[src/rtl/tsr_pkg.sv]
// ----------------------------------------------------------------------------
// tsr_pkg
// Shared types and codes for the TCP segment receive state machine.
// ----------------------------------------------------------------------------
package tsr_pkg;

    // Connection states
    localparam logic [3:0] ST_CLOSED    = 4'd0;
    localparam logic [3:0] ST_LISTEN    = 4'd1;
    localparam logic [3:0] ST_SYNSENT   = 4'd2;
    localparam logic [3:0] ST_SYNRCVD   = 4'd3;
    localparam logic [3:0] ST_ESTAB     = 4'd4;
    localparam logic [3:0] ST_FW1       = 4'd5;
    localparam logic [3:0] ST_FW2       = 4'd6;
    localparam logic [3:0] ST_CLOSEWAIT = 4'd7;
    localparam logic [3:0] ST_CLOSING   = 4'd8;
    localparam logic [3:0] ST_LASTACK   = 4'd9;
    localparam logic [3:0] ST_TIMEWAIT  = 4'd10;

    // Event codes on the input
    localparam logic [1:0] FUNC_SEGMENT   = 2'd0;
    localparam logic [1:0] FUNC_DATA_SENT = 2'd1;
    localparam logic [1:0] FUNC_FIN_SENT  = 2'd2;

    // Command kinds handed from front to back
    localparam logic [1:0] KIND_SEG  = 2'd0;
    localparam logic [1:0] KIND_DATA = 2'd1;
    localparam logic [1:0] KIND_FIN  = 2'd2;
    localparam logic [1:0] KIND_NOP  = 2'd3;

    // Configuration register indexes
    localparam logic [1:0] CFG_RECEIVE_WINDOW   = 2'd0;
    localparam logic [1:0] CFG_INITIAL_SEND_SEQ = 2'd1;
    localparam logic [1:0] CFG_OPEN_MODE        = 2'd2;

    // Open modes
    localparam logic [1:0] MODE_LISTEN  = 2'd1;
    localparam logic [1:0] MODE_SYNSENT = 2'd2;

    // Both internal queues hold two entries
    localparam logic [1:0] QUEUE_DEPTH = 2'd2;

    typedef struct packed {
        logic [1:0]  func;
        logic [31:0] seq_num;
        logic [31:0] ack_num;
        logic [15:0] length;
        logic        flag_syn;
        logic        flag_ack;
        logic        flag_rst;
        logic        flag_fin;
    } seg_t;

    typedef struct packed {
        logic [3:0]  conn_state_out;
        logic        send_ack;
        logic        send_reset;
        logic        send_synack;
        logic        deliver_payload;
        logic        una_advanced;
        logic [31:0] unacked_seq;
        logic        notify_reader;
        logic        connection_up;
    } result_t;

    typedef struct packed {
        logic [1:0]  kind;
        logic [31:0] seq_num;
        logic [31:0] seq_plus_one;
        logic [31:0] ack_num;
        logic [15:0] length;
        logic        len_nz;
        logic        flag_syn;
        logic        flag_ack;
        logic        flag_rst;
        logic        flag_fin;
    } cmd_t;

    typedef struct packed {
        logic [15:0] receive_window;
        logic [31:0] initial_send_seq;
        logic [1:0]  open_mode;
        logic        restart;
    } cfg_t;

endpackage

[src/rtl/tcp_segment_receive_fsm.sv]
// ----------------------------------------------------------------------------
// tcp_segment_receive_fsm
// Receive-side state machine of one TCP connection with queue-style ports.
// ----------------------------------------------------------------------------
//  channel   handshake              payload
//  input     push / full            seg    (tsr_pkg::seg_t)
//  result    empty / pop            result (tsr_pkg::result_t)
//  config    cfg_valid / cfg_ready  cfg_index, cfg_data
//
//  One event per cycle is sustained while no queue is full and no restart is
//  pending; each result waits in the result queue until it is popped.
//  The back end updates the connection state once for each command it executes.
//  Two-entry queues on the command and result sides let each side stall alone.
//  Reset: closed state, window 65535, initial send sequence 0.
//  A write of open_mode sets a registered restart flag that restarts the
//  connection, and the back end holds its next command while the flag is set.
// ----------------------------------------------------------------------------
module tcp_segment_receive_fsm (
    input  logic             clk,
    input  logic             rst_n,
    input  logic             push,
    output logic             full,
    input  tsr_pkg::seg_t    seg,
    output logic             empty,
    input  logic             pop,
    output tsr_pkg::result_t result,
    input  logic             cfg_valid,
    output logic             cfg_ready,
    input  logic [1:0]       cfg_index,
    input  logic [31:0]      cfg_data
);

    logic [15:0]   window_reg;
    logic [31:0]   isq_reg;
    logic [1:0]    mode_reg;
    logic          restart_reg;
    logic          cfg_write;
    logic          cmd_valid;
    logic          cmd_pop;
    tsr_pkg::cmd_t cmd;
    tsr_pkg::cfg_t cfg;

    assign cfg_ready = 1'b1;
    assign cfg_write = cfg_valid && cfg_ready;

    always_ff @(posedge clk or negedge rst_n)
    begin
        if (!rst_n)
        begin
            window_reg  <= 16'hFFFF;
            isq_reg     <= 32'd0;
            mode_reg    <= 2'd0;
            restart_reg <= 1'b0;
        end
        else
        begin
            restart_reg <= 1'b0;
            if (cfg_write)
            begin
                case (cfg_index)
                    tsr_pkg::CFG_RECEIVE_WINDOW:   window_reg <= cfg_data[15:0];
                    tsr_pkg::CFG_INITIAL_SEND_SEQ: isq_reg <= cfg_data;
                    tsr_pkg::CFG_OPEN_MODE:
                    begin
                        mode_reg    <= cfg_data[1:0];
                        restart_reg <= 1'b1;
                    end
                    default:
                    begin
                    end
                endcase
            end
        end
    end

    always_comb
    begin
        cfg.receive_window   = window_reg;
        cfg.initial_send_seq = isq_reg;
        cfg.open_mode        = mode_reg;
        cfg.restart          = restart_reg;
    end

    tsr_front u_front (
        .clk       (clk),
        .rst_n     (rst_n),
        .push      (push),
        .full      (full),
        .seg       (seg),
        .cmd_valid (cmd_valid),
        .cmd       (cmd),
        .cmd_pop   (cmd_pop)
    );

    tsr_back u_back (
        .clk       (clk),
        .rst_n     (rst_n),
        .cfg       (cfg),
        .cmd_valid (cmd_valid),
        .cmd       (cmd),
        .cmd_pop   (cmd_pop),
        .empty     (empty),
        .pop       (pop),
        .result    (result)
    );

endmodule

[src/rtl/tsr_front.sv]
// ----------------------------------------------------------------------------
// tsr_front
// Accepts input events, classifies them into commands and holds them in a
// two-entry queue for the back end.
// ----------------------------------------------------------------------------
module tsr_front (
    input  logic          clk,
    input  logic          rst_n,
    input  logic          push,
    output logic          full,
    input  tsr_pkg::seg_t seg,
    output logic          cmd_valid,
    output tsr_pkg::cmd_t cmd,
    input  logic          cmd_pop
);

    tsr_pkg::cmd_t entry_reg [2];
    tsr_pkg::cmd_t cmd_new;
    logic          wr_ptr_reg;
    logic          wr_ptr_next;
    logic          rd_ptr_reg;
    logic          rd_ptr_next;
    logic [1:0]    count_reg;
    logic [1:0]    count_next;
    logic          do_push;
    logic          do_pop;

    always_comb
    begin
        cmd_new.seq_num      = seg.seq_num;
        cmd_new.seq_plus_one = seg.seq_num + 32'd1;
        cmd_new.ack_num      = seg.ack_num;
        cmd_new.length       = seg.length;
        cmd_new.len_nz       = (seg.length != 16'd0);
        cmd_new.flag_syn     = seg.flag_syn;
        cmd_new.flag_ack     = seg.flag_ack;
        cmd_new.flag_rst     = seg.flag_rst;
        cmd_new.flag_fin     = seg.flag_fin;
        unique case (seg.func)
            tsr_pkg::FUNC_SEGMENT:   cmd_new.kind = tsr_pkg::KIND_SEG;
            tsr_pkg::FUNC_DATA_SENT: cmd_new.kind = tsr_pkg::KIND_DATA;
            tsr_pkg::FUNC_FIN_SENT:  cmd_new.kind = tsr_pkg::KIND_FIN;
            default:                 cmd_new.kind = tsr_pkg::KIND_NOP;
        endcase
    end

    assign full      = (count_reg == tsr_pkg::QUEUE_DEPTH);
    assign cmd_valid = (count_reg != 2'd0);
    assign cmd       = entry_reg[rd_ptr_reg];
    assign do_push   = push && !full;
    assign do_pop    = cmd_pop && cmd_valid;

    always_comb
    begin
        wr_ptr_next = do_push ? ~wr_ptr_reg : wr_ptr_reg;
        rd_ptr_next = do_pop ? ~rd_ptr_reg : rd_ptr_reg;
        count_next  = count_reg + {1'b0, do_push} - {1'b0, do_pop};
    end

    always_ff @(posedge clk or negedge rst_n)
    begin
        if (!rst_n)
        begin
            wr_ptr_reg <= 1'b0;
            rd_ptr_reg <= 1'b0;
            count_reg  <= 2'd0;
        end
        else
        begin
            wr_ptr_reg <= wr_ptr_next;
            rd_ptr_reg <= rd_ptr_next;
            count_reg  <= count_next;
        end
    end

    always_ff @(posedge clk)
    begin
        if (do_push)
        begin
            entry_reg[wr_ptr_reg] <= cmd_new;
        end
    end

endmodule

[src/rtl/tsr_back.sv]
// ----------------------------------------------------------------------------
// tsr_back
// Executes one command per cycle against the connection state unless a restart
// is pending or the two-entry result queue is full, and queues the result there.
// ----------------------------------------------------------------------------
module tsr_back (
    input  logic             clk,
    input  logic             rst_n,
    input  tsr_pkg::cfg_t    cfg,
    input  logic             cmd_valid,
    input  tsr_pkg::cmd_t    cmd,
    output logic             cmd_pop,
    output logic             empty,
    input  logic             pop,
    output tsr_pkg::result_t result
);

    logic [3:0]       state_reg;
    logic [3:0]       state_next;
    logic [31:0]      una_reg;
    logic [31:0]      una_next;
    logic [31:0]      nxt_reg;
    logic [31:0]      nxt_next;
    logic [31:0]      rnxt_reg;
    logic [31:0]      rnxt_next;
    logic [31:0]      irs_reg;
    logic [31:0]      irs_next;
    logic             fin_reg;
    logic             fin_next;
    tsr_pkg::result_t res_new;

    tsr_pkg::result_t res_entry_reg [2];
    logic             res_wr_ptr_reg;
    logic             res_rd_ptr_reg;
    logic [1:0]       res_count_reg;
    logic [1:0]       res_count_next;
    logic             exec;
    logic             do_pop;

    // A command waits while the connection restarts, so it sees the new state.
    assign exec    = cmd_valid && (res_count_reg != tsr_pkg::QUEUE_DEPTH) && !cfg.restart;
    assign cmd_pop = exec;
    assign do_pop  = pop && !empty;
    assign empty   = (res_count_reg == 2'd0);
    assign result  = res_entry_reg[res_rd_ptr_reg];

    always_comb
    begin
        logic [3:0]  st;
        logic [31:0] una;
        logic [31:0] nxt;
        logic [31:0] rn;
        logic [31:0] isq;
        logic [31:0] win_end;
        logic [31:0] ack;
        logic [31:0] seq;
        logic        go;
        logic        data;
        logic        o_ack;
        logic        o_rst;
        logic        o_synack;
        logic        o_deliver;
        logic        o_notify;
        logic        o_up;

        st        = state_reg;
        una       = una_reg;
        nxt       = nxt_reg;
        rn        = rnxt_reg;
        irs_next  = irs_reg;
        fin_next  = fin_reg;
        isq       = cfg.initial_send_seq;
        ack       = cmd.ack_num;
        seq       = cmd.seq_num;
        win_end   = rnxt_reg + {16'd0, cfg.receive_window};
        go        = 1'b0;
        data      = 1'b0;
        o_ack     = 1'b0;
        o_rst     = 1'b0;
        o_synack  = 1'b0;
        o_deliver = 1'b0;
        o_notify  = 1'b0;
        o_up      = 1'b0;

        unique case (cmd.kind)
            tsr_pkg::KIND_SEG:
            begin
                if (st == tsr_pkg::ST_CLOSED)
                begin
                    o_rst = !cmd.flag_rst;
                end
                else if (st == tsr_pkg::ST_LISTEN)
                begin
                    if (!cmd.flag_rst)
                    begin
                        if (cmd.flag_ack)
                        begin
                            o_rst = 1'b1;
                        end
                        else if (cmd.flag_syn)
                        begin
                            st       = tsr_pkg::ST_SYNRCVD;
                            irs_next = seq;
                            rn       = cmd.seq_plus_one;
                            nxt      = isq + 32'd1;
                            una      = isq;
                            o_synack = 1'b1;
                        end
                    end
                end
                else if (st == tsr_pkg::ST_SYNSENT)
                begin
                    if (cmd.flag_ack && (ack < isq || ack > nxt || ack < una))
                    begin
                        o_rst = !cmd.flag_rst;
                    end
                    else if (cmd.flag_rst)
                    begin
                        if (cmd.flag_ack)
                        begin
                            st = tsr_pkg::ST_CLOSED;
                        end
                    end
                    else if (cmd.flag_syn)
                    begin
                        rn       = cmd.seq_plus_one;
                        irs_next = seq;
                        if (cmd.flag_ack)
                        begin
                            una = ack;
                        end
                        if (una > isq)
                        begin
                            st    = tsr_pkg::ST_ESTAB;
                            una   = nxt;
                            o_ack = 1'b1;
                            o_up  = 1'b1;
                        end
                        else
                        begin
                            st       = tsr_pkg::ST_SYNRCVD;
                            una      = isq;
                            o_synack = 1'b1;
                        end
                    end
                end
                else
                begin
                    // Synchronized states start with the acceptance filter.
                    if ((cmd.len_nz && cfg.receive_window == 16'd0) || seq < rnxt_reg ||
                        seq > win_end)
                    begin
                        o_ack = !cmd.flag_rst;
                    end
                    else if (cmd.flag_rst)
                    begin
                        st = (st == tsr_pkg::ST_SYNRCVD && cfg.open_mode == tsr_pkg::MODE_LISTEN)
                            ? tsr_pkg::ST_LISTEN : tsr_pkg::ST_CLOSED;
                    end
                    else
                    begin
                        o_rst = cmd.flag_syn;
                        if (cmd.flag_ack)
                        begin
                            go = 1'b1;
                            if (st == tsr_pkg::ST_SYNRCVD)
                            begin
                                if (una <= ack && ack <= nxt)
                                begin
                                    una  = ack;
                                    st   = tsr_pkg::ST_ESTAB;
                                    o_up = 1'b1;
                                end
                                else
                                begin
                                    o_rst = 1'b1;
                                    go    = 1'b0;
                                end
                            end
                            else if (st != tsr_pkg::ST_TIMEWAIT)
                            begin
                                if (una < ack && ack <= nxt)
                                begin
                                    una = ack;
                                end
                                if (ack > nxt || ack < una)
                                begin
                                    go = 1'b0;
                                end
                                else if (una == nxt)
                                begin
                                    // Our FIN has been acknowledged.
                                    if (st == tsr_pkg::ST_FW1)
                                    begin
                                        st = tsr_pkg::ST_FW2;
                                    end
                                    else if (st == tsr_pkg::ST_CLOSING)
                                    begin
                                        st = tsr_pkg::ST_TIMEWAIT;
                                    end
                                    else if (st == tsr_pkg::ST_LASTACK)
                                    begin
                                        st = tsr_pkg::ST_CLOSED;
                                        go = 1'b0;
                                    end
                                end
                            end
                        end
                        if (go)
                        begin
                            data = (st == tsr_pkg::ST_ESTAB || st == tsr_pkg::ST_FW1 ||
                                    st == tsr_pkg::ST_FW2) && cmd.len_nz;
                            if (data)
                            begin
                                o_deliver = 1'b1;
                                o_notify  = 1'b1;
                                rn        = rn + {16'd0, cmd.length};
                            end
                            // An in-order FIN sits right after the payload.
                            if (cmd.flag_fin && (rn - {16'd0, cmd.length}) == seq)
                            begin
                                rn       = rn + 32'd1;
                                fin_next = 1'b1;
                                o_ack    = 1'b1;
                                o_notify = 1'b1;
                                if (st == tsr_pkg::ST_SYNRCVD || st == tsr_pkg::ST_ESTAB)
                                begin
                                    st = tsr_pkg::ST_CLOSEWAIT;
                                end
                                else if (st == tsr_pkg::ST_FW1)
                                begin
                                    st = tsr_pkg::ST_CLOSING;
                                end
                                else if (st == tsr_pkg::ST_FW2)
                                begin
                                    st = tsr_pkg::ST_TIMEWAIT;
                                end
                            end
                        end
                    end
                end
            end
            tsr_pkg::KIND_DATA:
            begin
                if (st == tsr_pkg::ST_ESTAB || st == tsr_pkg::ST_CLOSEWAIT)
                begin
                    nxt = nxt + {16'd0, cmd.length};
                end
            end
            tsr_pkg::KIND_FIN:
            begin
                if (st == tsr_pkg::ST_SYNRCVD || st == tsr_pkg::ST_ESTAB)
                begin
                    st  = tsr_pkg::ST_FW1;
                    nxt = nxt + 32'd1;
                end
                else if (st == tsr_pkg::ST_CLOSEWAIT)
                begin
                    st  = tsr_pkg::ST_LASTACK;
                    nxt = nxt + 32'd1;
                end
            end
            default:
            begin
            end
        endcase

        state_next = st;
        una_next   = una;
        nxt_next   = nxt;
        rnxt_next  = rn;

        res_new.conn_state_out  = st;
        res_new.send_ack        = o_ack;
        res_new.send_reset      = o_rst;
        res_new.send_synack     = o_synack;
        res_new.deliver_payload = o_deliver;
        res_new.una_advanced    = (una != una_reg);
        res_new.unacked_seq     = una;
        res_new.notify_reader   = o_notify;
        res_new.connection_up   = o_up;
    end

    always_ff @(posedge clk or negedge rst_n)
    begin
        if (!rst_n)
        begin
            state_reg <= tsr_pkg::ST_CLOSED;
            una_reg   <= 32'd0;
            nxt_reg   <= 32'd1;
            rnxt_reg  <= 32'd0;
            irs_reg   <= 32'd0;
            fin_reg   <= 1'b0;
        end
        else if (cfg.restart)
        begin
            if (cfg.open_mode == tsr_pkg::MODE_LISTEN)
            begin
                state_reg <= tsr_pkg::ST_LISTEN;
            end
            else if (cfg.open_mode == tsr_pkg::MODE_SYNSENT)
            begin
                state_reg <= tsr_pkg::ST_SYNSENT;
            end
            else
            begin
                state_reg <= tsr_pkg::ST_CLOSED;
            end
            una_reg  <= cfg.initial_send_seq;
            nxt_reg  <= cfg.initial_send_seq + 32'd1;
            rnxt_reg <= 32'd0;
            irs_reg  <= 32'd0;
            fin_reg  <= 1'b0;
        end
        else if (exec)
        begin
            state_reg <= state_next;
            una_reg   <= una_next;
            nxt_reg   <= nxt_next;
            rnxt_reg  <= rnxt_next;
            irs_reg   <= irs_next;
            fin_reg   <= fin_next;
        end
    end

    always_comb
    begin
        res_count_next = res_count_reg + {1'b0, exec} - {1'b0, do_pop};
    end

    always_ff @(posedge clk or negedge rst_n)
    begin
        if (!rst_n)
        begin
            res_wr_ptr_reg <= 1'b0;
            res_rd_ptr_reg <= 1'b0;
            res_count_reg  <= 2'd0;
        end
        else
        begin
            if (exec)
            begin
                res_wr_ptr_reg <= ~res_wr_ptr_reg;
            end
            if (do_pop)
            begin
                res_rd_ptr_reg <= ~res_rd_ptr_reg;
            end
            res_count_reg <= res_count_next;
        end
    end

    always_ff @(posedge clk)
    begin
        if (exec)
        begin
            res_entry_reg[res_wr_ptr_reg] <= res_new;
        end
    end

    // The result queue never holds more than its two entries.
    a_res_count: assert property (@(posedge clk) disable iff (!rst_n)
        res_count_reg <= tsr_pkg::QUEUE_DEPTH)
        else $error("result queue overflow");

    // On entering synrcvd the receive pointer sits one past the peer's ISN.
    a_irs_link: assert property (@(posedge clk) disable iff (!rst_n)
        (state_reg == tsr_pkg::ST_SYNRCVD && $past(state_reg) != tsr_pkg::ST_SYNRCVD)
        |-> (rnxt_reg == irs_reg + 32'd1))
        else $error("rcv_nxt does not follow irs on entering synrcvd");

    // Once the peer's FIN is in, only the closing side of the machine remains.
    a_fin_state: assert property (@(posedge clk) disable iff (!rst_n)
        fin_reg |-> (state_reg == tsr_pkg::ST_CLOSED || state_reg == tsr_pkg::ST_CLOSEWAIT ||
                     state_reg == tsr_pkg::ST_CLOSING || state_reg == tsr_pkg::ST_LASTACK ||
                     state_reg == tsr_pkg::ST_TIMEWAIT))
        else $error("FIN received but state still open for receive");

    // An executed command always leaves a result behind.
    a_exec_result: assert property (@(posedge clk) disable iff (!rst_n)
        exec |=> !empty)
        else $error("executed command produced no result");

endmodule
[config.mk]
export PLATFORM = sky130hd
export DESIGN_NAME = tcp_segment_receive_fsm
export DESIGN_NICKNAME = d
export VERILOG_FILES = /design/src/rtl/tsr_pkg.sv /design/src/rtl/tcp_segment_receive_fsm.sv /design/src/rtl/tsr_front.sv /design/src/rtl/tsr_back.sv
export SDC_FILE = /design/constraint.sdc
export NUM_CORES = 2
export LEC_CHECK = 0
export ABC_AREA = 1
export BUFFER_PORTS_ARGS = -buffer_cell sky130_fd_sc_hd__clkbuf_2
export CAP_MARGIN = 20
export CORE_ASPECT_RATIO = 1.4
export CORE_MARGIN = 4
export CORE_UTILIZATION = 38
export DETAILED_ROUTE_END_ITERATION = 16
export PLACE_DENSITY_LB_ADDON = 0.1
export SYNTH_ARGS = -nofsm -noshare
export SYNTH_HDL_FRONTEND = slang
export SYNTH_SLANG_ARGS = --single-unit
[constraint.sdc]
create_clock -name clk -period 10.4 [get_ports clk]
set_clock_uncertainty 0.05 [all_clocks]
set_input_delay 0.52 -clock clk [delete_from_list [all_inputs] [get_ports clk]]
set_output_delay 0.52 -clock clk [all_outputs]
set_load 0.1 [all_outputs]
# After elaboration in Yosys (flattened, before gate mapping)
# Memory sizes are Yosys's and may differ from the RTL's.
# Index checks and enable logic that the tools add are counted.
# totals
out_inout_bits	46
elab_cells	316
in_bits	125
latch_bits	0
n_memories	2
ff_bits	159
mem_bits_ro	0
ram_bits	324
# mem_list
name	words	width	read_ports	rd_ports_with_merged_regs	wr	line_no	source
u_front.entry_reg	2	119	1	0	1	tsr_front.sv:17	tsr_pkg::cmd_t entry_reg [2];
u_back.res_entry_reg	2	43	1	0	1	tsr_back.sv:32	tsr_pkg::result_t res_entry_reg [2];
# op_classes
n_shift	0
div	0
n_reduce_logical	43
n_eq_ne	38
n_lt_le_gt_ge	10
multipliers	0
muxes	193
n_bitwise	4
addsub	12
# ops
op	count
$mux W32	70
$lt A32 B32 Y1	5
$mux W4	37
$add A32 B1 Y32 const B	4
$add A32 B16 Y32	3
$gt A32 B32 Y1	3
$pmux W32 S3	1
$mux W1	81
$eq A32 B32 Y1	2
$le A32 B32 Y1	2
$ne A32 B32 Y1	1
$sub A32 B16 Y32	1
$eq A4 B3 Y1 const B	6
$logic_not A16 Y1	1
$reduce_bool A16 Y1	1
$eq A4 B2 Y1 const B	3
$logic_and A1 B1 Y1	12
$ne A3 B3 Y1 const B	4
$eq A2 B2 Y1 const B	5
$logic_or A1 B1 Y1	10
$ne A3 B2 Y1 const B	3
$reduce_and A9 Y1	1
$eq A2 B1 Y1 const B	4
$eq A4 B4 Y1 const B	2
other kinds (19)	38

# Longest topological paths before layout
# An unclocked memory read counts as a cell.
# logic_depth
depth_word	50
depth_mapped	77
depth_no_buf	74

# By module
# Synthesis repeated with hierarchy kept, for this count alone.
# hier_totals
cells_unflattened	5157
hier_area_um2	38289.2
# modules_own_cells
mod	cells_each	n_inst	area_each_um2	seq_area_each_um2
tsr_back	4085	1	26399.1	5186.2
tsr_front	844	1	9758.1	7247.0
tcp_segment_receive_fsm	228	1	2132.0	1296.2

# Least setup slack after synthesis
# OpenSTA, ideal clock, no wires.
# synth_timing
path_kind	register -> register
startpoint	reg u_front.rd_ptr_reg
endpoint	reg u_back.rnxt_reg[10]
t_required_ns	10.284
period_less_slack_ns	8.835
setup_ns	0.066
path_buffers	6
arrival_time_ns	8.719
path_slack_ns	1.565
stages_incl_launch_ff	67
cell_sequence	dfrtp_1 -> inv_2 -> clkbuf_1 -> or2_2 -> o21ai_0 -> inv_1 -> ha_1 -> a21oi_1 -> o21ai_0 -> a21oi_1 -> nand2_1 -> nand2_1 -> nand2_1 -> nand2_2 -> buf_2 -> nand3_1 -> nand2_1 -> inv_1 -> [... 31 more ...] -> inv_1 -> nand3_1 -> nor2_2 -> nand2_1 -> nand2_1 -> nand2_1 -> nand2_1 -> nand2_1 -> nor2_1 -> nand3_1 -> nor2_4 -> inv_4 -> nor2_8 -> nand2_2 -> a21oi_1 -> o21ai_1 -> a21o_1 -> nand2_1
# synth_between
elab_chain_len	50
word_cells_on_any_way	96
cone_classes	add/sub (3); order compare (9); eq/ne (9); mux (57); reduce/logical (17); memory (1)
# synth_rtl
element	line_no	source
from (decl)	tsr_front.sv:21	logic rd_ptr_reg;
from (signal assigned)	tsr_front.sv:71	rd_ptr_reg <= rd_ptr_next;
$mem_v2 Z2 W119 *	n/a	
$lt A32 B32 Y1 or $le A32 B32 Y1 (tied branches)	tsr_back.sv:182, tsr_back.sv:168	
$logic_and A1 B1 Y1	tsr_back.sv:182	if (una < ack && ack <= nxt)
$mux W32	tsr_back.sv:182	
$mux W32	tsr_back.sv:180	else if (st != tsr_pkg::ST_TIMEWAIT)
$mux W32	tsr_back.sv:166	if (st == tsr_pkg::ST_SYNRCVD)
$mux W32	tsr_back.sv:163	if (cmd.flag_ack)
$mux W32	tsr_back.sv:155	else if (cmd.flag_rst)
[... 34 more ...]	n/a	
$mux W32	tsr_back.sv:155	
$mux W32	tsr_back.sv:150	if ((cmd.len_nz && cfg.receive_window == 16'd0) || seq < rnxt_reg ||
$mux W32	tsr_back.sv:111	else if (st == tsr_pkg::ST_SYNSENT)
$mux W32	tsr_back.sv:92	else if (st == tsr_pkg::ST_LISTEN)
$mux W32	tsr_back.sv:88	if (st == tsr_pkg::ST_CLOSED)
$mux W32	tsr_back.sv:85	unique case (cmd.kind)
$mux W32	tsr_back.sv:315	else if (exec)
$mux W32	tsr_back.sv:295	else if (cfg.restart)
to (signal assigned)	tsr_back.sv:320	rnxt_reg <= rnxt_next;
to (decl)	tsr_back.sv:24	logic [31:0] rnxt_reg;
# Mark *: on every way between the ends. The rest lies on a longest branch, timed or not. The select of a mux whose other input is x is not followed.
# A chain may end at the register's enable or synchronous reset.

==> out/results.txt <==
status -> completed
Syn Area/Cell -> 7.616 sq um
Design Area, Final -> 43190 sq um
cells after synthesis -> 4875
DPL Wire Length -> 127300 um
final cell count without fillers -> 6546
Worst-Margin Slew -> 1163 ps
syn nets -> 5298
sequential power share -> 18.7%
Async S/R FF share, synth -> 32.92%
Final Hold Slack -> 23.08 ps
Yosys warning count -> 0
Power per Cell Area -> 403.5 nW/um^2
P_int -> 7.694 mW
maximum clock frequency -> 102.8 MHz
max-cap viol count -> 0
grt total ovfl -> 0
area delta synth->final -> 16.32%
ys flop type -> edfxtp_1
CTS tree -> yes
first-pass GRT wire length -> 239200 um
Final Max Slew Viols -> 0
final core occ -> 44.54%
commonest non-fill, non-tap cell in the layout -> nand2_1
Placer Congestion -> 1.012
slew margin rel. -> 21.84%
Post-synth EDFFs -> 324
antenna fix cells -> 0
die width -> 272.2 um
Crit Path Category -> flip-flop to flip-flop
initial core utilization -> 38.30%
final setup margin -> 669.3 ps
Hold WC Path Type -> input pin to flip-flop
Max clock buf depth -> 3
Final Setup Violations -> 0
total power -> 17.43 mW
maximum vdd drop -> 316.8 uV
clock sink total -> 483
vias in the first global route -> 36590
Root Buffer -> clkbuf_16
average wire per standard cell -> 25.42 um
total CTS buffers -> 53
Die Ht -> 377.9 um
remaining antenna violation count after routing -> 0
crit end category -> flip-flop
CP startpoint kind -> flip-flop
FILL cells -> 10040
max FFs per register -> 238
area leader, netlist -> edfxtp_1
static leakage -> 19.48 nW
Comb pwr share -> 70.3%
register area share after synthesis -> 36.98%
share of the synthesized area in the top cell type -> 26.20%
fin crit share -> 93.56%
Nets -> 5626
synthesized flop and latch total -> 483
Most Frequent Cell on Critical Path -> nand2_1
layout cells sized above 1 -> 13.69%
Switching Share -> 55.85%
Mapped Area -> 37130 sq um
Setup WS pre-CTS -> 216.4 ps
# port buffers -> 169
synth top area cells -> edfxtp_1 26%, nand2_1 13%, ha_1 9.9%
post-synthesis cell type count -> 73
Period minus WS final -> 9731 ps
placed cell count -> 6425
Rows -> 135
vias -> 37030
net switching power -> 9.733 mW
final hold vios -> 0
DRC Markers -> 0
worst skew pair latency -> 660 ps
Worst EP arrival -> 10110 ps
Via density -> 5.657
DP Area -> 41050 sq um
maximum fanout along the worst path -> 20
aggregate global-route resource usage -> 31.49%
Critical Path RT -> 10780 ps
multi-input logic area -> 20840 sq um
final wirelength -> 166400 um
Slowest-stage cell, CP -> dfrtp_4
FF+latch area -> 13730 sq um
htree depth -> 2
DR iter-0 viols -> 3143
TNS Setup -> 0 ps
core box area -> 96960 sq um
die area -> 102800 sq um
pin count of the biggest net entering global routing -> 65
max incr delay on CP -> 510 ps
initial antenna violation count -> 0
most frequent cells in the layout -> 1254 x nand2_1, 484 x inv_1, 366 x nor2_1
Detailed Routing Iterations Pass 1 -> 7
clock network fraction of total power -> 11.1%
Top Ports -> 171
clock-pin slew on the worst setup and hold paths -> 70 ps
## cell usage after synthesis (81+ instances only)
master and n:
ha_1 294, nand3_1 282, dfrtp_1 142, o21ai_0 339, nor2_1 380, a21oi_1 297
o211ai_1 81, xor2_1 122, inv_1 487, nand2_1 1257, clkbuf_1 170, edfxtp_1 324
## timing repair
action | in CTS | in global routing
hold buffers | 16 | 0
resized for setup | 0 | 45
setup buffers | 0 | 5
endpoints found under the hold margin | 85 | 0
endpoints found under the setup margin | 0 | 48
## routing by layer
layer | GRT usage, % | vias to the layer above | share of wire, %
met1 | 32.39 | 17480 | 34
met3 | 4.263 | 659 | 5.2
met4 | 27.32 | 0 | 11
met2 | 56.02 | 1539 | 49
li1 | - | 17350 | -
met5 | 0 | - | 0
## cell families after synthesis
group	count (synthesis)	share of synthesized area [%]
AO/OA/AOI/OAI	1015	16.26
multiplexers	1	0.02696
other	1	0.01010
AND/OR/NAND/NOR	2189	25.02
adder cells (fa/ha/maj)	298	10.12
flip-flops	483	36.98
buffers and inverters	719	7.518
XOR/XNOR	169	4.064
## path summary, 6_finish.rpt
check | from | end | slack, ps | cells after the start
max | u_front.rd_ptr_reg | u_back.res_entry_reg[1][42] | 670 | 61
min | seg[24] | u_front.entry_reg[1][25] | 20 | 1
max reg2reg | u_front.rd_ptr_reg | u_back.res_entry_reg[1][42] | 670 | 61
min reg2reg | window_reg[14] | window_reg[14] | 460 | 2
max in group asynchronous | rst_n | u_back.una_reg[1] | 8560 | 3
min in group asynchronous | rst_n | u_back.nxt_reg[22] | 380 | 2
## area by class of cell
| class | instances | area share [%] |
|---|---|---|
| clock inverters | 35 | 0.7822 |
| inverters | 511 | 4.453 |
| well taps | 1301 | 3.769 |
| repair buffers | 481 | 7.756 |
| multi-input cells | 3673 | 48.25 |
| clock buffers | 62 | 3.196 |
| flip-flops and latches | 483 | 31.80 |
## power groups by stage
stage | clock (mW) | combinational (mW) | sequential, mW
3_3_place_gp | 0 | 11.9 | 3.27
2_1_floorplan | 0 | 7.59 | 3.09
4_1_cts | 1.97 | 11.9 | 3.23
5_1_grt | 2.04 | 13.3 | 3.29
6_report | 1.93 | 12.2 | 3.25
3_5_place_dp | 0 | 11.9 | 3.27
## critical path, delay by kind of cell (launching register included)
family	cells	cell delay, ps
fa+ha+maj	4	1200
xor+xnor	1	160
compound gates	11	1970
flops	1	510
buf+inv	13	1830
simple gates	32	3730
Note: power is estimated with default switching activity, not from simulation.
